$ cat config.mk
export PLATFORM = sky130hd
export DESIGN_NAME = dbsms_ctrl
export DESIGN_NICKNAME = d
export VERILOG_FILES = /design/src/sv/dbsms_pkg.sv /design/src/sv/dbsms_ctrl.sv
export SDC_FILE = /design/constraint.sdc
export NUM_CORES = 1
export LEC_CHECK = 0
export BUFFER_PORTS_ARGS = -buffer_cell sky130_fd_sc_hd__buf_2
export CELL_PAD_IN_SITES_DETAIL_PLACEMENT = 1
export CELL_PAD_IN_SITES_GLOBAL_PLACEMENT = 2
export CORE_AREA = 4 4 42 44
export DETAILED_ROUTE_END_ITERATION = 7
export DIE_AREA = 0 0 46 48
export PLACE_DENSITY_LB_ADDON = 0.1
export SLEW_MARGIN = 20
export SYNTH_ARGS = -nofsm -noshare
export SYNTH_HDL_FRONTEND = slang
export SYNTH_SLANG_ARGS = --single-unit
$ cat constraint.sdc
create_clock -name clk -period 2.5 [get_ports clk]
set_input_delay 0.5 -clock clk [delete_from_list [all_inputs] [get_ports clk]]
set_output_delay 0.5 -clock clk [all_outputs]
set_load 0.005 [all_outputs]
$ cat src/sv/dbsms_pkg.sv
// dbsms_pkg: shared types, constants and control structs for the
// dc-blocked stereo mean-square meter. No dependencies.
package dbsms_pkg;

  localparam int MAX_BLOCK_DEF = 4096;
  localparam int SAMPLE_SHIFT  = 8;
  localparam int RAW_W         = 32;
  localparam int SAMPLE_W      = RAW_W - SAMPLE_SHIFT;  // Q1.23
  localparam int FRAC_EXT      = 16;                    // Q1.23 -> Q2.39
  localparam int ALPHA_W       = 16;
  localparam int DC_W          = 41;                    // Q2.39 plus sign room
  localparam int PROD_W        = DC_W + ALPHA_W + 1;
  localparam int E23_W         = DC_W - FRAC_EXT;       // Q2.23 residue
  localparam int SQ_W          = 33;                    // Q3.30 square, up to 2^32
  localparam int MEAN_W        = 32;
  localparam int BCNT_W        = 13;

  localparam logic [ALPHA_W-1:0] DC_ALPHA_RST = 16'd64;

  typedef struct packed {
    logic signed [RAW_W-1:0] sample_left;
    logic signed [RAW_W-1:0] sample_right;
    logic                    last_sample;
  } in_beat_t;

  typedef struct packed {
    logic [MEAN_W-1:0] mean_square_left;
    logic [MEAN_W-1:0] mean_square_right;
    logic [BCNT_W-1:0] block_count;
    logic              forced_end;
  } out_beat_t;

  typedef enum logic [2:0] {
    ST_IDLE,
    ST_MUL,
    ST_UPD,
    ST_SQR,
    ST_ACC,
    ST_DIV,
    ST_DONE
  } state_t;

  // controller -> datapath
  typedef struct packed {
    logic load;
    logic mul;
    logic upd;
    logic sqr;
    logic acc;
    logic div;
    logic out_load;
  } cmd_t;

  // datapath -> controller
  typedef struct packed {
    logic end_now;
    logic div_last;
  } stat_t;

endpackage

$ cat src/sv/dbsms_ctrl.sv
// dbsms_ctrl: sequencing state machine and result-valid flag.
// Uses dbsms_pkg.
module dbsms_ctrl
  import dbsms_pkg::*;
(
  input  logic  clk,
  input  logic  rst,
  input  logic  in_valid,
  output logic  in_ready,
  output logic  out_valid,
  input  logic  out_ready,
  input  stat_t stat,
  output cmd_t  cmd
);

  state_t state;
  state_t state_next;
  logic   out_valid_next;

  always_ff @(posedge clk) begin
    if (rst) begin
      state     <= ST_IDLE;
      out_valid <= 1'b0;
    end else begin
      state     <= state_next;
      out_valid <= out_valid_next;
    end
  end

  always_comb begin
    state_next = state;
    cmd        = '0;
    in_ready   = 1'b0;
    unique case (state)
      ST_IDLE: begin
        in_ready = 1'b1;
        if (in_valid) begin
          cmd.load   = 1'b1;
          state_next = ST_MUL;
        end
      end
      ST_MUL: begin
        cmd.mul    = 1'b1;
        state_next = ST_UPD;
      end
      ST_UPD: begin
        cmd.upd    = 1'b1;
        state_next = ST_SQR;
      end
      ST_SQR: begin
        cmd.sqr    = 1'b1;
        state_next = ST_ACC;
      end
      ST_ACC: begin
        cmd.acc    = 1'b1;
        state_next = stat.end_now ? ST_DIV : ST_IDLE;
      end
      ST_DIV: begin
        cmd.div = 1'b1;
        if (stat.div_last) begin
          state_next = ST_DONE;
        end
      end
      ST_DONE: begin
        if (!out_valid || out_ready) begin
          cmd.out_load = 1'b1;
          state_next   = ST_IDLE;
        end
      end
      default: begin
        state_next = ST_IDLE;
      end
    endcase
  end

  always_comb begin
    if (cmd.out_load) begin
      out_valid_next = 1'b1;
    end else if (out_ready) begin
      out_valid_next = 1'b0;
    end else begin
      out_valid_next = out_valid;
    end
  end

endmodule

==> run summary, run 1 <==
==========================================================================================
Placed Cells                                                                            62
Adder-cell area share of the yosys netlist                                               0
Crit path required time                                                            2000 ps
DR iter-0 viols                                                                          4
Summed area of non-filler cells in the final layout                                382 µm²
Syn avg cell area                                                                 8.34 µm²
Count of state elements after synthesis                                                  4
Highest attainable clock frequency                                                 565 MHz
Maximum VDD drop                                                                    207 µV
Hold Path Cell Cnt                                                                       2
Number of global-route vias before repair                                              309
Ordered list of cells on the worst path                                       and2b_1 > and2_2 > buf_2
Critical path startpoint category                                                flip-flop
Ratio of routed vias to standard cells                                                4.52
Antenna violation net count after detailed routing                                       0
H-tree depth                                                                             1
Total leakage power                                                               0.176 nW
Max Clock Skew                                                                     6.19 ps
Final count of hold timing violations                                                    0
Setup TNS                                                                             0 ps
PostCTS Resize Cnt                                                                       0
Sum of overflow across all layers after global routing                                   0
Wire length of the first global-routing pass                                       1320 µm
Final design utilization                                                             0.266
Kind of cell adding the most delay to the critical path                         flip-flops
CP endpoint kind                                                               output port
Worst-case hold path end point                                                    state[0]
EDFF count, synth                                                                        0
Share of layout cells above drive strength 1                                         0.429
Largest stage delay on the critical path                                            490 ps
R2R Path Start                                                                    state[1]
Number of hold buffers added after cts                                                   0
Number of buffers inserted by post-CTS setup repair                                      0
Post-synth net total                                                                    42
Async set or reset register ratio after synthesis                                        0
Global-route usage over all layers                                                  0.0899
Synth Area in Simple Gates                                                           0.404
Setup Viol. Count Final                                                                  0
Number of antenna violations at the first check in global routing                        0
Worst reg2reg endpoint                                                            state[2]
Number of placement rows                                                                14
Multiplexer share of the synthesized area                                                0
Count of buffers inserted at the top-level ports                                        14
Arrival @ worst endpoint                                                           1270 ps
Synthesized-area fraction occupied by ao, oa, aoi and oai cells                      0.183
Pin count of the biggest net entering global routing                                    12
Instance area after placement                                                      359 µm²
Number of max-cap violations                                                             0
Number of cells produced by synthesis                                                   36
Chip width                                                                           46 µm
Synthesis-to-finish area growth                                                      27.1%
Filler cell count                                                                      186
Vias after detailed routing                                                            294
Total power divided by cell area                                                561 mW/mm²
Clock buffer depth                                                                       2
RePlAce Congestion                                                                   0.709
Final critical delay including setup and external delays                           1770 ps
I/O Pins                                                                                15
Final Net Count                                                                         57
Dominant register cell in the synthesized netlist                             sky130_fd_sc_hd__dfxtp_1
Path type of the worst min-delay path                                            in -> reg
Critical path class                                                             reg -> out
Combinational family with the most area after synthesis                       simple AND/OR/NAND/NOR gates
Maximum fanout count along the critical path                                            11
Standard cell core area                                                        0.00144 mm²
Number of CTS-inserted buffers                                                           3
Crit share post-route                                                                0.708
Depth of the worst register-to-register path                                             3
Fraction of synthesized cell area in xor and xnor cells                             0.0292
Outcome                                                                       complete, no violations
Unrepaired setup endpoints after global routing                                         no
Starting Density                                                                     0.209
Wire per inst                                                                      12.4 µm
Area of the die                                                                0.00221 mm²
Later-pin clock latency in the skew report                                          240 ps
Cell chosen for the clock root                                                sky130_fd_sc_hd__clkbuf_4
Final Slew Violations                                                                    0
Drt first pass iters                                                                     3
Total of warnings raised by yosys                                                        0
Sum of buffers and inverters on the critical path                                        1
Register-to-register setup slack                                                   1360 ps
Sink Count                                                                               4
Residual DRC                                                                             0
Slew Limit Headroom                                                                  0.769
Die Y-Extent                                                                         48 µm
Clock tree from TritonCTS                                                            built
Source of the worst hold timing path                                                   rst
Standard cell with the maximum stage delay on the critical path               sky130_fd_sc_hd__dfxtp_1
Slew of the pin with the lowest slew margin                                         347 ps
Wirelength, routed                                                                  807 µm
Number of unique standard cell types used by synthesis                                  23
Portion of the post-synthesis area used by sequential elements                       0.267
Antenna Diode Count                                                                      0
Non-filler instance count after layout                                                  65
Post-synth design cell area                                                        300 µm²
Clock edge transition at the registers on the reported setup and hold paths          40 ps
==========================================================================================
[per-stage QoR]
step	hold slack (ps)	total power (W)	setup WS, ps
3_3_place_gp	535	0.000135	977
6_report	496	0.000214	730
5_1_grt	506	0.000229	642
2_1_floorplan	503	0.000118	1110
3_5_place_dp	559	0.000136	964
4_1_cts	494	0.000219	714
[per-layer routing]
| layer | track usage | wire length (µm) | share of wire | vias up |
|---|---|---|---|---|
| met3 | 0.0639 | 63 | 0.078 | 0 |
| met4 | 0.0341 | 0 | 0 | 0 |
| met5 | 0 | 0 | 0 | - |
| met2 | 0.140 | 409 | 0.51 | 10 |
| met1 | 0.0945 | 334 | 0.41 | 136 |
| li1 | - | - | - | 148 |
[flip-flops by register name, summed over array words and instances (netlist names)]
register and cells:
out_valid 1, state 3
[how the worst max path moves through the flow]
| stage | start | to | slack (ps) | cells past startpoint |
|---|---|---|---|---|
| final | state[1] | cmd[1] | 730 | 3 |
| after global routing | state[0] | cmd[5] | 640 | 3 |
| after CTS | state[1] | cmd[1] | 710 | 3 |
| after detailed placement | state[1] | cmd[1] | 960 | 3 |
| after global placement | out_ready | cmd[0] | 980 | 4 |
| after floorplan | out_ready | cmd[0] | 1110 | 3 |
[layout by cell type, fill, tap and decap left out, drive strengths merged]
| cell type | netlist | routed |
|---|---|---|
| dfxtp | 4 | 4 |
| and4bb | 1 | 1 |
| and2b | 2 | 2 |
| o21ai | 4 | 4 |
| a21oi | 3 | 3 |
| clkbuf | 0 | 3 |
| nor2 | 1 | 1 |
| inv | 1 | 1 |
| nor2b | 4 | 4 |
| a21o | 1 | 1 |
| buf | 4 | 14 |
| xnor2 | 1 | 1 |
| nor3b | 2 | 2 |
| nor3 | 2 | 2 |
| and2 | 3 | 3 |
| a211oi | 1 | 1 |
| nand3 | 1 | 1 |
| nand2b | 1 | 1 |
[layout make-up]
class / instances / area (µm²) / area share
multi-input combinational: 27 / 185 / 0.485
tap: 16 / 20.0 / 0.0525
sequential: 4 / 80.1 / 0.210
timing repair buffer: 14 / 70.1 / 0.184
inverter: 1 / 3.75 / 0.00984
clock buffer: 3 / 22.5 / 0.0590
[synth_stat cells, types with 2 or more instances]
master / number / area share
sky130_fd_sc_hd__o21ai_0: 3 / 0.050
sky130_fd_sc_hd__a21oi_1: 3 / 0.050
sky130_fd_sc_hd__nor2b_1: 3 / 0.063
sky130_fd_sc_hd__and2_1: 2 / 0.042
sky130_fd_sc_hd__nor3_1: 2 / 0.033
sky130_fd_sc_hd__buf_4: 2 / 0.050
sky130_fd_sc_hd__nor3b_1: 2 / 0.050
sky130_fd_sc_hd__dfxtp_1: 4 / 0.27
[cell families after synthesis]
logic type                after synthesis
buffers and inverters                   5
DFF                                     4
xor gates and xnor gates                1
AOI/OAI and AO/OA                       9
and+or+nand+nor                        17
[worst register-to-register path: stages, from the launching register on]
cell,delay [ps]
sky130_fd_sc_hd__dfxtp_1,490
sky130_fd_sc_hd__and2b_1,250
sky130_fd_sc_hd__o21ai_0,200
sky130_fd_sc_hd__a21oi_1,90
[report_power, final]
group	switching, W	total (W)	internal [W]	leakage, nW
logic	0.0000219	0.0000519	0.0000300	0.130
registers	0.0000124	0.0000817	0.0000693	0.0327
clock network	0.0000268	0.0000805	0.0000537	0.0138
Power figures use the tool's default switching activity.
==> run 2: changes to the inputs <==
- CORE_AREA: 4 4 42 44 -> 4 4 43 45
- DIE_AREA: 0 0 46 48 -> 0 0 47 49
- clock period: 2.5 -> 1.7 ns (I/O delays scaled with it)
==> run 2 against run 1 <==
Effect of this change: routed wire length increased by 5.3%; final cell count increased by 1.5%; non-clock buffer count increased by 1; clock-buffer cell count unchanged; clock power increased by 48%; first-iteration DRC count decreased by 75%; via count decreased by 1.4%; worst hold slack got worse by 170 ps; critical endpoint is now cmd[6]; largest cell class unchanged.
==> run summary, run 2 (synthesis results as in run 1) <==
==========================================================================================
Slew of the pin with the lowest slew margin                                         232 ps   -115 ps
H-tree depth                                                                             1   unchanged
Largest Register                                                                     state
Cell chosen for the clock root                                                sky130_fd_sc_hd__clkbuf_4
Crit path required time                                                            1360 ps   -640 ps
Global-route usage over all layers                                                  0.0859   -0.00408
Most frequent cells in the layout                                             sky130_fd_sc_hd__buf_2 (14), sky130_fd_sc_hd__nor2b_1 (3), sky130_fd_sc_hd__a21oi_1 (3), sky130_fd_sc_hd__o21ai_0 (3), sky130_fd_sc_hd__clkbuf_4 (3)
Sum of overflow across all layers after global routing                                   0   unchanged
RePlAce Congestion                                                                   0.727   +2.6%
Arrival @ worst endpoint                                                           1200 ps   -70 ps
Outcome                                                                       complete, no violations
Ratio of routed vias to standard cells                                                4.39   -2.9%
DR iter-0 viols                                                                          1   -3
Final critical delay including setup and external delays                           1540 ps
Final Slew Violations                                                                    0   unchanged
Path type of the worst min-delay path                                            in -> reg
Die Y-Extent                                                                         49 µm   +2.1%
Share of layout cells above drive strength 1                                         0.480   +0.0514
Antenna Diode Count                                                                      0   unchanged
Clock buffer depth                                                                       2   unchanged
Non-filler instance count after layout                                                  66   +1.5%
Chip width                                                                           47 µm   +2.2%
Largest stage delay on the critical path                                            340 ps   -150 ps
Total power divided by cell area                                                826 mW/mm²   +47%
Starting Density                                                                     0.204   -0.00498
Setup Viol. Count Final                                                                  0   unchanged
Vias after detailed routing                                                            290   -1.4%
Final count of hold timing violations                                                    0   unchanged
I/O Pins                                                                                15   unchanged
Count of buffers inserted at the top-level ports                                        14   unchanged
Largest registers ranked by flip-flop count                                   state x3, out_valid x1
Wirelength, routed                                                                  850 µm   +5.3%
Later-pin clock latency in the skew report                                          240 ps   about the same
Antenna violation net count after detailed routing                                       0   unchanged
Sink Count                                                                               4   unchanged
Placed Cells                                                                            63   +1.6%
Number of max-cap violations                                                             0   unchanged
Drt first pass iters                                                                     2   -1
Area of the die                                                                0.00230 mm²   +4.3%
Critical path startpoint category                                                flip-flop
Maximum fanout count along the critical path                                             7   -4
Wire per inst                                                                      12.9 µm   +3.7%
Unrepaired setup endpoints after global routing                                         no
Crit share post-route                                                                0.907
DPL Wire Length                                                                     696 µm
Final design utilization                                                             0.266   +0.000477
Number of placement rows                                                                14   unchanged
Synthesis-to-finish area growth                                                      30.4%
Hold Path Cell Cnt                                                                       2   unchanged
Depth of the worst register-to-register path                                             3   unchanged
Clock tree from TritonCTS                                                            built
Number of global-route vias before repair                                              323   +4.5%
Number of CTS-inserted buffers                                                           3   unchanged
Standard cell core area                                                        0.00147 mm²   +2.4%
Highest attainable clock frequency                                                 649 MHz
Wire length of the first global-routing pass                                       1390 µm   +5.2%
Max Clock Skew                                                                     4.34 ps   -1.85 ps
Number of flip-flops in the largest register                                             3   unchanged
Number of antenna violations at the first check in global routing                        0   unchanged
Slew Limit Headroom                                                                  0.844   +0.0759
Leading cell type in the layout, fill and taps excluded                       sky130_fd_sc_hd__buf_2
Critical path class                                                             reg -> out
Clock edge transition at the registers on the reported setup and hold paths          40 ps   about the same
Ordered list of cells on the worst path                                       buf_4 > nor3_1 > and2_1 > buf_2
Total leakage power                                                               0.182 nW   +3.4%
CP endpoint kind                                                               output port
Number of hold buffers added after cts                                                   0   unchanged
Standard cell with the maximum stage delay on the critical path               sky130_fd_sc_hd__dfxtp_1
Residual DRC                                                                             0   unchanged
Pin count of the biggest net entering global routing                                    11   -1
Maximum VDD drop                                                                    315 µV   +52%
Final Net Count                                                                         58   +1.8%
Setup TNS                                                                             0 ps   unchanged
==========================================================================================
## run 2: where the power goes
group / leakage [nW] / internal (W) / switching [W]
Clock: 0.0138 / 0.0000790 / 0.0000398
Sequential: 0.0335 / 0.000103 / 0.0000147
Combinational: 0.135 / 0.0000485 / 0.0000386
## run 2: worst paths after layout
check | slack [ps] | to | start
worst min register to register | 550 | state[2] | state[0]
worst min-delay path | 320 | state[2] | rst
worst max register to register | 710 | state[1] | state[0]
worst max-delay path | 160 | cmd[6] | state[1]
## run 2: layer usage
metal | share of wire | track usage
met5 | 0 | 0
met4 | 0 | 0.00922
met3 | 0.056 | 0.0627
met2 | 0.55 | 0.143
met1 | 0.39 | 0.0877
## run 2: worst max-delay path, delay by kind of cell, from the launching register on
kind / cells / cell delay [ps]
buffers and inverters: 2 / 270
DFF: 1 / 340
and+or+nand+nor: 2 / 360
## run 2: layout make-up
| type | count | area [µm²] |
|---|---|---|
| clock buffer | 3 | 22.5 |
| fill | 192 | 1080 |
| tap | 16 | 20.0 |
| timing repair buffer | 15 | 77.6 |
| multi-input combinational | 27 | 185 |
| sequential | 4 | 82.6 |
| inverter | 1 | 3.75 |
## run 2: per-stage QoR
step	area (µm²)	setup WS (ps)	hold slack (ps)	power, W
global placement	367	384	542	0.000203
global route	392	23.8	324	0.000354
CTS	389	93.0	326	0.000331
finish	392	158	325	0.000323
floorplan	300	508	405	0.000174
detailed placement	367	349	561	0.000207
## run 2: what timing repair did
action	CTS	global route
resized for setup	0	2
buffers inserted	0	0
endpoints found under the setup margin	0	3
